--- config.mk ---
export PLATFORM = sky130hd
export DESIGN_NAME = rbh_face_setup
export DESIGN_NICKNAME = d
export VERILOG_FILES = /design/src/hw/rtl/rbh_pkg.sv /design/src/hw/rtl/rbh_face_setup.sv
export SDC_FILE = /design/constraint.sdc
export NUM_CORES = 1
export LEC_CHECK = 0
export BUFFER_PORTS_ARGS = -buffer_cell sky130_fd_sc_hd__buf_2
export CORE_AREA = 3 3 305 307
export CTS_BUF_LIST = sky130_fd_sc_hd__clkbuf_4
export DETAILED_ROUTE_END_ITERATION = 12
export DIE_AREA = 0 0 308 310
export GPL_TIMING_DRIVEN = 0
export MAX_ROUTING_LAYER = met4
export PLACE_DENSITY = 0.57
export REMOVE_ABC_BUFFERS = 1
export SLEW_MARGIN = 20
export SYNTH_ARGS = -nofsm -noshare
export SYNTH_HDL_FRONTEND = slang
export SYNTH_SLANG_ARGS = --single-unit
--- constraint.sdc ---
create_clock -name i_clk -period 10.2 [get_ports i_clk]
set_input_delay 1.02 -clock i_clk [delete_from_list [all_inputs] [get_ports i_clk]]
set_output_delay 1.02 -clock i_clk [all_outputs]
set_load 0.01 [all_outputs]
--- src/hw/rtl/rbh_pkg.sv ---
package rbh_pkg;

    // Coordinate format
    localparam int COORD_WIDTH = 32;
    localparam int FRAC_BITS   = 16;
    localparam int EFF_W   = (COORD_WIDTH > 32) ? 32 : ((COORD_WIDTH < 1) ? 1 : COORD_WIDTH);
    localparam int FRAC_SH = (FRAC_BITS > 31) ? 31 : ((FRAC_BITS < 0) ? 0 : FRAC_BITS);

    // Divider sizing: numerator is |face - origin| (33 bits) scaled by the fraction
    localparam int NUM_W   = 33 + FRAC_SH;
    localparam int CMP_W   = (NUM_W > 63) ? NUM_W : 63;
    localparam int T_W     = 31;
    localparam int QBITS   = T_W;
    localparam int DIV_LAT = QBITS + 1;
    // input reg + face setup + divider + three check stages
    localparam int PIPE_LAT = DIV_LAT + 5;

    localparam logic [T_W-1:0] T_MAX = '1;

    // Configuration register indexes
    typedef enum logic [2:0] {
        CFG_MIN_X = 3'd0,
        CFG_MIN_Y = 3'd1,
        CFG_MIN_Z = 3'd2,
        CFG_MAX_X = 3'd3,
        CFG_MAX_Y = 3'd4,
        CFG_MAX_Z = 3'd5
    } t_cfg_idx;

    typedef logic [2:0][31:0] t_vec3;

    typedef struct packed {
        logic signed [31:0] origin_x;
        logic signed [31:0] origin_y;
        logic signed [31:0] origin_z;
        logic signed [31:0] heading_x;
        logic signed [31:0] heading_y;
        logic signed [31:0] heading_z;
    } t_ray_in;

    typedef struct packed {
        logic            hit;
        logic [T_W-1:0]  hit_distance;
    } t_result;

    // Ray and box as per-axis vectors
    typedef struct packed {
        t_vec3 o;
        t_vec3 d;
    } t_ray;

    typedef struct packed {
        t_vec3 lo;
        t_vec3 hi;
    } t_box;

    // One candidate face per axis
    typedef struct packed {
        logic        act;
        logic [32:0] num;
        logic [31:0] den;
    } t_face;

    // Sign-extend from the effective coordinate width
    function automatic logic signed [31:0] sext(input logic [31:0] v);
        logic signed [31:0] s;
        s = $signed(v << (32 - EFF_W)) >>> (32 - EFF_W);
        return s;
    endfunction

    function automatic t_ray to_ray(input t_ray_in r);
        t_ray x;
        x.o[0] = sext(r.origin_x);
        x.o[1] = sext(r.origin_y);
        x.o[2] = sext(r.origin_z);
        x.d[0] = sext(r.heading_x);
        x.d[1] = sext(r.heading_y);
        x.d[2] = sext(r.heading_z);
        return x;
    endfunction

endpackage

--- src/hw/rtl/rbh_face_setup.sv ---
module rbh_face_setup (
    input  logic                     i_clk,
    input  logic                     i_rst_n,
    input  logic                     i_valid,
    input  rbh_pkg::t_ray            i_ray,
    input  rbh_pkg::t_box            i_box,
    output logic                     o_valid,
    output rbh_pkg::t_ray            o_ray,
    output logic                     o_inside,
    output rbh_pkg::t_face [2:0]     o_face
);

    logic                 r_valid;
    rbh_pkg::t_ray        r_ray;
    logic                 r_inside;
    rbh_pkg::t_face [2:0] r_face;

    logic                 n_inside;
    rbh_pkg::t_face [2:0] n_face;

    // Per axis: pick the face the ray approaches from outside; also flag an origin strictly inside the box
    always_comb begin
        logic signed [31:0] o, d, lo, hi, face;
        logic signed [32:0] diff;
        logic               act_lo, act_hi;
        n_inside = 1'b1;
        for (int k = 0; k < 3; k++) begin
            o  = $signed(i_ray.o[k]);
            d  = $signed(i_ray.d[k]);
            lo = $signed(i_box.lo[k]);
            hi = $signed(i_box.hi[k]);
            act_lo = (o < lo) && (d > 0);
            act_hi = (o > hi) && (d < 0);
            face   = act_lo ? lo : hi;
            diff   = 33'(face) - 33'(o);
            n_face[k].act = act_lo || act_hi;
            n_face[k].num = diff[32] ? 33'(-diff) : 33'(diff);
            n_face[k].den = d[31] ? 32'(-33'(d)) : 32'(d);
            if (!((o > lo) && (o < hi))) begin
                n_inside = 1'b0;
            end
        end
    end

    always_ff @(posedge i_clk) begin
        if (!i_rst_n) begin
            r_valid <= 1'b0;
        end else begin
            r_valid <= i_valid;
        end
    end

    always_ff @(posedge i_clk) begin
        r_ray    <= i_ray;
        r_inside <= n_inside;
        r_face   <= n_face;
    end

    assign o_valid  = r_valid;
    assign o_ray    = r_ray;
    assign o_inside = r_inside;
    assign o_face   = r_face;

endmodule

# == Word level (Yosys, flattened, before mapping) ==
# Index checks and enable logic that the tools add are counted.
# totals
reg_bits,392
in_bits,387
# classes
addsub,9
magnitude_cmp,18
mux,10
reduce_logical,13
# op_table
cell,n
32-bit > comparator,6
32-bit less-than comparator,6
32-bit 2-to-1 mux,6
33-bit negator,3
32-bit by 32-bit subtractor with 33-bit output,3
"32-bit by 1-bit > comparator with 1-bit output, second input constant",3
"32-bit by 1-bit less-than comparator with 1-bit output, second input constant",3
32-bit negator,3
31-bit 2-to-1 mux,3
1-bit logical AND,9
1-bit logical OR,3
2-bit AND reduction,1
1-bit 2-to-1 mux,1

# == Depth between registers and ports, before layout ==
# Gate-level depths: netlist (run 1).
# depth
depth_word,6
ltp_mapped,28
mapped_depth_nobuf,25

# == Worst setup path before layout (run 1) ==
# No wires, ideal clock.
# synth_path
path_type,in2reg
startpoint,input port i_ray[5] (netlist bit)
endpoint,register r_face (netlist bit o_face[58])
setup_time_ns,0.072
arrival_ns,7.432
t_required_ns,10.128
path_slack_ns,2.695
stages,25
path_cell_list,or4_1 -> or3_1 -> nor2_1 -> nand2_1 -> or3_1 -> or4_4 -> or4_4 -> nor3_1 -> a211o_1 -> buf_4 -> buf_6 -> mux2i_1 -> ha_1 -> inv_1 -> fa_1 -> a211oi_1 -> o21bai_1 -> a21oi_1 -> xor2_1 -> o2111ai_1 -> or3_1 -> or3_1 -> or4_1 -> o31ai_1 -> xnor2_1
# synth_rtl
item,line_no,text
"start, declared",rbh_face_setup.sv:5,"input rbh_pkg::t_ray i_ray,"
"end signal, assigned",rbh_face_setup.sv:56,r_face <= n_face;
"end, declared",rbh_face_setup.sv:16,rbh_pkg::t_face [2:0] r_face;

# == Worst setup path in the final report (run 1) ==
# layout_path
startpoint,input port i_ray[69] (netlist bit)
endpoint,register r_face (netlist bit o_face[196])
# layout_via
elab_chain_len,5
# layout_rtl
item,line_no,text
32-bit by 1-bit > comparator with 1-bit output *,rbh_face_setup.sv:32,act_lo = (o < lo) && (d > 0);
1-bit logical AND *,rbh_face_setup.sv:32,
32-bit 2-to-1 mux *,rbh_face_setup.sv:34,face = act_lo ? lo : hi;
32-bit by 32-bit subtractor with 33-bit output *,rbh_face_setup.sv:35,diff = 33'(face) - 33'(o);
33-bit negator,rbh_face_setup.sv:37,n_face[k].num = diff[32] ? 33'(-diff) : 33'(diff);
# Every way passes the cells marked *; elsewhere a longest branch is shown, timed or not.
# A chain may end at the register's enable or synchronous reset.

==> results.toml, run 1 <==
[status]
outcome = "complete, no violations"

[logic_synthesis]
sequential_fraction_of_the_synthesis_area_pct = 32.7
synth_ff_type = "sky130_fd_sc_hd__dfxtp_1"
synth-edff-count = 0
synthesis.instances = 2708
syn-mean-instance-area_um2 = 8.80
netlist_cell_types = 87
ys_ff_latch = 389
async_reset_ff_share_pct = 0
ys_warn_count = 0
synthesis.area_um2 = 23800

[pwr]
seq_power_share_pct = 35.7
net_switching_fraction_of_the_power_pct = 37.5
p_switching_w = 0.00196
share_clk_of_total_power_pct = 27.6
power_density_nw_per_um2 = 172
power.internal_w = 0.00326
power_leakage_nw = 15.5
power.combinational.fraction_pct = 36.7
ir_drop_uv = 111

[clock_network]
ctsHoldBuffers = 0
count_of_buffers_added_by_post_cts_timing_repair_for_setup = 0
numClockSinks = 389
tritoncts_clock_tree = "yes"
clock-root-buffer = "sky130_fd_sc_hd__clkbuf_4"
cts_repair_resize_count = 0
worst_setup_hold_path_clk_slew_ns = 0.06
htree_num_levels = 3
tritoncts_buffers = 110
clock_tree.buffer_depth = 3

[timing]
finalSetupViolCount = 0
fmax_mhz = 114
slew_violations = 0
finalWorstSetupSlack_ns = 1.41
tightest_slew_ns = 1.06
relative_slew_slack_pct = 29.3
timing_hold_violations_final = 0
timing.hold.ws_ns = 0.202
timing.final.crit_share_pct = 86.1
min_period_ns = 8.79
setup_repair_after_global_routing_missed_its_margin = "false"

[floorplan]
core_um2 = 90300
die_w_um = 308
initial_core_util_pct = 26.4
placementRows = 110
io-pin-count = 779
fp.dieH_um = 310
fp.dieArea_um2 = 95500

[detailed_routing]
vias = 23100
routed_via_density = 4.82
final_antenna_net_count = 0
dr.pass1.iters = 5
drt_wl_total_um = 101000
drt_first_iter_violations = 1331
drc = 0
wl_per_cell_um = 21.1

[worst_setup_path]
cp_required_ns = 10.96
crit_fanout = 19
timing.critical_path.slowest_stage_cell = "sky130_fd_sc_hd__nor4_1"
cp_data_arrival_time_ns = 9.54
max_stage_delay_ns = 0.74
worst_path_cell_chain = "buf_2 -> or4_4 -> or4_4 -> or3_4 -> or4_1 -> or4_4 -> nor3_2 -> a211o_2 -> buf_12 -> mux2i_1 -> ha_1 -> inv_1 -> fa_1 -> a21o_1 -> a221oi_2 -> xnor2_1 -> a211oi_1 -> nand3_1 -> nor4_1 -> nand3_1 -> nor4_2 -> nand2_1 -> nor4_1"
timing.critical_path.to_type = "flop"
cpMostUsedCell = "sky130_fd_sc_hd__or4_4"
worstSetupStartpointType = "input pin"
setup.worst_path.class = "input pin to flop"

[place]
detailedPlace.worstSlack_ns = 0.520
placed_cells = 4586
placement.io_buffers = 778
post_place_instance_area_um2 = 28900
gp_congestion = 0.936
detailedPlacementHpwl_um = 86400

[global_route]
grtUsageTotal_pct = 20.7
grt_first_pass_wirelength_um = 143000
pin_count_of_the_biggest_net_entering_global_routing = 36
globalRoute.totalOverflow = 0
grt_pass1_vias = 22800
antenna_found_initial = 22

[final_layout]
finish.net_count = 4206
final_core_utilization_pct = 33.6
final_design_area_no_fill_um2 = 30400
final_cell_count_no_fill = 4799
p_r_area_growth_vs_syn_pct = 27.4
layout-drive-gt1-share_pct = 27.6

[flow_run]
maxCapViolations = 0

[min_path]
startpoint_of_the_most_critical_hold_path = "i_ray[64]"
timing.hold.worst.class = "input pin to flop"
hold_path_depth = 1
timing.hold.worst_endpoint = "o_ray[64]$_DFF_P_"
-- stage by stage --
stage	total power [W]	TNS, ns
detailed placement	0.00381	0
finish	0.00522	0
global route	0.00556	0
floorplan	0.00302	0
CTS	0.00529	0
global placement	0.00380	-11.71
-- cell usage in the layout, fill, tap and decap left out, types with 21 or more instances in the layout --
cell type	instances
sky130_fd_sc_hd__buf_2	778
sky130_fd_sc_hd__dfxtp_1	389
sky130_fd_sc_hd__inv_1	319
sky130_fd_sc_hd__ha_1	294
sky130_fd_sc_hd__xnor2_1	188
sky130_fd_sc_hd__a21oi_1	163
sky130_fd_sc_hd__nand2_1	162
sky130_fd_sc_hd__clkbuf_4	151
sky130_fd_sc_hd__o21ai_0	123
sky130_fd_sc_hd__nor2_1	110
sky130_fd_sc_hd__a21o_1	109
sky130_fd_sc_hd__mux2i_1	101
sky130_fd_sc_hd__nand4_1	71
sky130_fd_sc_hd__xor2_1	61
sky130_fd_sc_hd__nor3_1	46
sky130_fd_sc_hd__nand3_1	41
sky130_fd_sc_hd__o31ai_1	40
sky130_fd_sc_hd__or3_1	31
sky130_fd_sc_hd__o21a_1	25
sky130_fd_sc_hd__clkinv_1	24
sky130_fd_sc_hd__nor2b_1	22
sky130_fd_sc_hd__nand2b_1	21
sky130_fd_sc_hd__a31oi_1	21
sky130_fd_sc_hd__o21ai_1	21
-- Yosys cell counts (7+ instances only) --
| cell | n | area, µm² |
|---|---|---|
| sky130_fd_sc_hd__a211o_1 | 8 | 70.1 |
| sky130_fd_sc_hd__a211oi_1 | 18 | 135 |
| sky130_fd_sc_hd__a21boi_0 | 7 | 52.6 |
| sky130_fd_sc_hd__a21o_1 | 109 | 818 |
| sky130_fd_sc_hd__a21oi_1 | 163 | 816 |
| sky130_fd_sc_hd__a31oi_1 | 22 | 138 |
| sky130_fd_sc_hd__and2_1 | 16 | 100 |
| sky130_fd_sc_hd__and3_1 | 16 | 100 |
| sky130_fd_sc_hd__clkbuf_1 | 65 | 244 |
| sky130_fd_sc_hd__dfxtp_1 | 389 | 7790 |
| sky130_fd_sc_hd__ha_1 | 294 | 3680 |
| sky130_fd_sc_hd__inv_1 | 319 | 1200 |
| sky130_fd_sc_hd__mux2i_1 | 102 | 1020 |
| sky130_fd_sc_hd__nand2_1 | 162 | 608 |
| sky130_fd_sc_hd__nand2b_1 | 21 | 131 |
| sky130_fd_sc_hd__nand3_1 | 41 | 205 |
| sky130_fd_sc_hd__nand4_1 | 71 | 444 |
| sky130_fd_sc_hd__nor2_1 | 110 | 413 |
| sky130_fd_sc_hd__nor2b_1 | 22 | 138 |
| sky130_fd_sc_hd__nor3_1 | 46 | 230 |
| sky130_fd_sc_hd__nor4_1 | 18 | 113 |
| sky130_fd_sc_hd__o211ai_1 | 14 | 105 |
| sky130_fd_sc_hd__o21a_1 | 25 | 188 |
| sky130_fd_sc_hd__o21ai_0 | 123 | 616 |
| sky130_fd_sc_hd__o21ai_1 | 21 | 105 |
| sky130_fd_sc_hd__o21bai_1 | 13 | 97.6 |
| sky130_fd_sc_hd__o221ai_1 | 7 | 61.3 |
| sky130_fd_sc_hd__o31ai_1 | 41 | 308 |
| sky130_fd_sc_hd__o41ai_1 | 17 | 149 |
| sky130_fd_sc_hd__or3_1 | 31 | 194 |
| sky130_fd_sc_hd__or4_1 | 17 | 128 |
| sky130_fd_sc_hd__or4_4 | 7 | 78.8 |
| sky130_fd_sc_hd__xnor2_1 | 188 | 1650 |
| sky130_fd_sc_hd__xor2_1 | 61 | 534 |
-- critical path: cells and delay by family --
| family | cells | cell delay [ns] |
|---|---|---|
| adders and majority gates | 2 | 0.64 |
| muxes | 1 | 0.25 |
| buffers and inverters | 3 | 0.55 |
| AOI/OAI and AO/OA | 4 | 1.53 |
| xor gates and xnor gates | 1 | 0.19 |
| and+or+nand+nor | 12 | 5.30 |
-- layer usage --
layer  vias to the layer above  track usage, %  wire length (µm)  part of all wire (%)
li1                      11300               -                 -                     -
met1                     10800            24.9             43500                    43
met2                       904            33.9             47400                    47
met3                       140            5.40              7630                   7.5
met4                         0            6.70              2610                   2.6
met5                         -               -                 0                     0
-- power groups by stage --
stage	clock (W)	combinational, W	sequential (W)
after floorplan	0	0.000980	0.00204
after global placement	0	0.00190	0.00189
after detailed placement	0	0.00191	0.00190
after CTS	0.00151	0.00192	0.00187
after global routing	0.00158	0.00209	0.00189
final	0.00144	0.00192	0.00186
-- cell type report --
cell class,count,area [µm²]
fillers,9678,59900
multi-input cells,1920,14500
flip-flops and latches,389,7790
repair buffers,782,3970
well taps,1176,1470
inverters,319,1200
clock buffers,151,1130
clock inverters,44,248
diodes,18,45.0
-- flip-flops by register name, indices dropped and copies added (netlist names) --
name,count
o_valid,1
o_face,195
o_inside,1
o_ray,192
-- worst max path at each step --
stage	from	to	slack (ns)
2_1_floorplan	i_ray[70]	o_face[186]$_DFF_P_	1.89
3_3_place_gp	i_ray[69]	o_face[186]$_DFF_P_	-1.11
3_5_place_dp	i_ray[69]	o_face[196]$_SDFF_PP0_	0.52
4_1_cts	i_ray[69]	o_face[196]$_SDFF_PP0_	1.63
5_1_grt	i_ray[69]	o_face[196]$_SDFF_PP0_	1.13
6_report	i_ray[69]	o_face[196]$_SDFF_PP0_	1.41
-- cells by family (layout without fill, tap and decap cells) --
kind of cell,count (synthesis),in the layout,share of synthesized area [%]
compound gates,654,654,18.0
buf+inv,399,1296,6.57
mux,106,106,4.47
xor+xnor,249,249,9.15
fa+ha+maj,297,297,15.7
flops,389,389,32.7
other cells,0,18,0
simple gates,614,614,13.5
No activity file was read; power rests on OpenSTA's default activity.
==> run 2, diff against run 1 <==
Settings changed: CTS_BUF_LIST sky130_fd_sc_hd__clkbuf_4 to sky130_fd_sc_hd__clkbuf_8 sky130_fd_sc_hd__clkbuf_16.
==> run 2 against run 1 <==
Net effect: cell area rose by 0.72%; sequential power barely moved; total power rose by 5.4%; sequential share of layout area fell by 0.18 points; flip-flop and latch count did not move; highest routed layer unchanged.
==> results.toml, run 2 (synthesized netlist as in run 1, its figures left out) <==
[detailed_routing]
drt_wl_total_um = 101000
drc = 0
dr_wl_met2_um = 47200
wl_met1_um = 43400
met3_wirelength_from_detailed_routing_um = 7720
final_antenna_net_count = 0
routed_via_density = 4.85
drt_first_iter_violations = 1390
topRoutingLayerUsed = "met4"
wl_per_cell_um = 21.5
dr.pass1.iters = 6
vias = 22700

[min_path]
hold_path_depth = 1
timing.hold.worst.class = "input pin to flop"
timing.hold.worst_endpoint = "o_ray[64]$_DFF_P_"
startpoint_of_the_most_critical_hold_path = "i_ray[64]"

[pwr]
ir_drop_uv = 149
power_density_nw_per_um2 = 180
power_leakage_nw = 15.5

[clock_network]
ctsHoldBuffers = 0
tritoncts_clock_tree = "yes"
worst_setup_hold_path_clk_slew_ns = 0.06
htree_num_levels = 2
numClockSinks = 389
cts_repair_resize_count = 0
tritoncts_buffers = 48
clock_tree.buffer_depth = 3
count_of_buffers_added_by_post_cts_timing_repair_for_setup = 0
clock-root-buffer = "sky130_fd_sc_hd__clkbuf_16"

[timing]
relative_slew_slack_pct = 31.7
setup_repair_after_global_routing_missed_its_margin = "false"
fmax_mhz = 110
timing.final.crit_share_pct = 89.5
min_period_ns = 9.13
tightest_slew_ns = 1.00
fin_tns_setup_ns = 0
timing_hold_violations_final = 0
finalSetupViolCount = 0
slew_violations = 0

[place]
detailedPlacementHpwl_um = 86400
gp_congestion = 0.936
placement.io_buffers = 778

[worst_setup_path]
cp_data_arrival_time_ns = 9.60
timing.critical_path.to_type = "flop"
worstSetupStartpointType = "input pin"
cp_required_ns = 10.67
setup.worst_path.class = "input pin to flop"
crit_fanout = 19

[final_layout]
fill_cells = 9595
layout-drive-gt1-share_pct = 25.9
largest_register_ff_count = 195
p_r_area_growth_vs_syn_pct = 28.3
finish.net_count = 4144
layout.cells.most_common = "sky130_fd_sc_hd__buf_2"
final_cell_mix = "sky130_fd_sc_hd__buf_2, sky130_fd_sc_hd__dfxtp_1, sky130_fd_sc_hd__inv_1"
final_core_utilization_pct = 33.9

[status]
outcome = "complete, no violations"

[flow_run]
maxCapViolations = 0

[floorplan]
die_w_um = 308
io-pin-count = 779
placementRows = 110
fp.dieH_um = 310
initial_core_util_pct = 26.4
fp.dieArea_um2 = 95500
core_um2 = 90300

[global_route]
grtUsageTotal_pct = 20.5
globalRoute.totalOverflow = 0
grt_pass1_vias = 22300
pin_count_of_the_biggest_net_entering_global_routing = 36
antenna_found_initial = 20
grt_first_pass_wirelength_um = 142000
-- run 2: cell types whose count changed in the layout (fill, tap and decap cells not counted), sizes merged --
cell	change
clkbuf	-95
clkinv	-19
inv	+7
diode	-2
bufinv	+1
clkinvlp	+1
-- run 2: final cells by class --
type | instances | area (µm²) | area share (%)
diodes | 16 | 40.0 | 0.131
clock buffers | 56 | 1310 | 4.29
clock inverters | 34 | 293 | 0.958
inverters | 319 | 1200 | 3.92
multi-input cells | 1920 | 14500 | 47.5
flip-flops and latches | 389 | 7790 | 25.5
well taps | 1176 | 1470 | 4.81
repair buffers | 782 | 3970 | 13.0
-- run 2: power by group --
part | internal (W) | switching (W)
logic | 0.000750 | 0.00117
clock network | 0.000981 | 0.000739
registers | 0.00179 | 0.0000713
-- run 2: worst max path at each step --
| stage | from | end | slack [ns] | depth (start not counted) |
|---|---|---|---|---|
| detailed placement | i_ray[69] | o_face[196]$_SDFF_PP0_ | 0.52 | 23 |
| finish | i_ray[69] | o_face[196]$_SDFF_PP0_ | 1.07 | 23 |
| CTS | i_ray[69] | o_face[196]$_SDFF_PP0_ | 1.20 | 23 |
| floorplan | i_ray[70] | o_face[186]$_DFF_P_ | 1.89 | 21 |
| global route | i_ray[69] | o_face[196]$_SDFF_PP0_ | 0.74 | 23 |
| global placement | i_ray[69] | o_face[186]$_DFF_P_ | -1.11 | 22 |
-- run 2: layer usage --
layer  vias to the layer above  track usage (%)
met5                         -                -
met4                         0             5.05
met3                       118             5.06
met2                       829             33.9
met1                     10700             25.2
li1                      11100                -
-- run 2: per-stage QoR --
step | std cells | setup slack, ns | area (µm²) | hold slack (ns) | total power (W)
floorplan | 2628 | 1.89 | 23500 | 1.05 | 0.00302
global placement | 4582 | -1.11 | 28800 | 1.15 | 0.00380
global route | 4691 | 0.737 | 30600 | 0.480 | 0.00581
CTS | 4676 | 1.20 | 30500 | 0.465 | 0.00556
detailed placement | 4586 | 0.520 | 28900 | 1.16 | 0.00381
finish | 4692 | 1.07 | 30600 | 0.520 | 0.00550
-- run 2: critical path, stage by stage --
cell	delay (ns)
sky130_fd_sc_hd__buf_2	0.20
sky130_fd_sc_hd__or4_4	0.56
sky130_fd_sc_hd__or4_4	0.46
sky130_fd_sc_hd__or3_4	0.46
sky130_fd_sc_hd__or4_1	0.55
sky130_fd_sc_hd__or4_4	0.56
sky130_fd_sc_hd__nor3_2	0.20
sky130_fd_sc_hd__a211o_2	0.50
sky130_fd_sc_hd__buf_12	0.27
sky130_fd_sc_hd__mux2i_1	0.26
sky130_fd_sc_hd__ha_1	0.22
sky130_fd_sc_hd__inv_1	0.06
sky130_fd_sc_hd__fa_1	0.43
sky130_fd_sc_hd__a21o_1	0.25
sky130_fd_sc_hd__a221oi_2	0.53
sky130_fd_sc_hd__xnor2_1	0.19
sky130_fd_sc_hd__a211oi_1	0.24
sky130_fd_sc_hd__nand3_1	0.19
sky130_fd_sc_hd__nor4_1	0.74
sky130_fd_sc_hd__nand3_1	0.39
sky130_fd_sc_hd__nor4_2	0.64
sky130_fd_sc_hd__nand2_1	0.11
sky130_fd_sc_hd__nor4_1	0.49
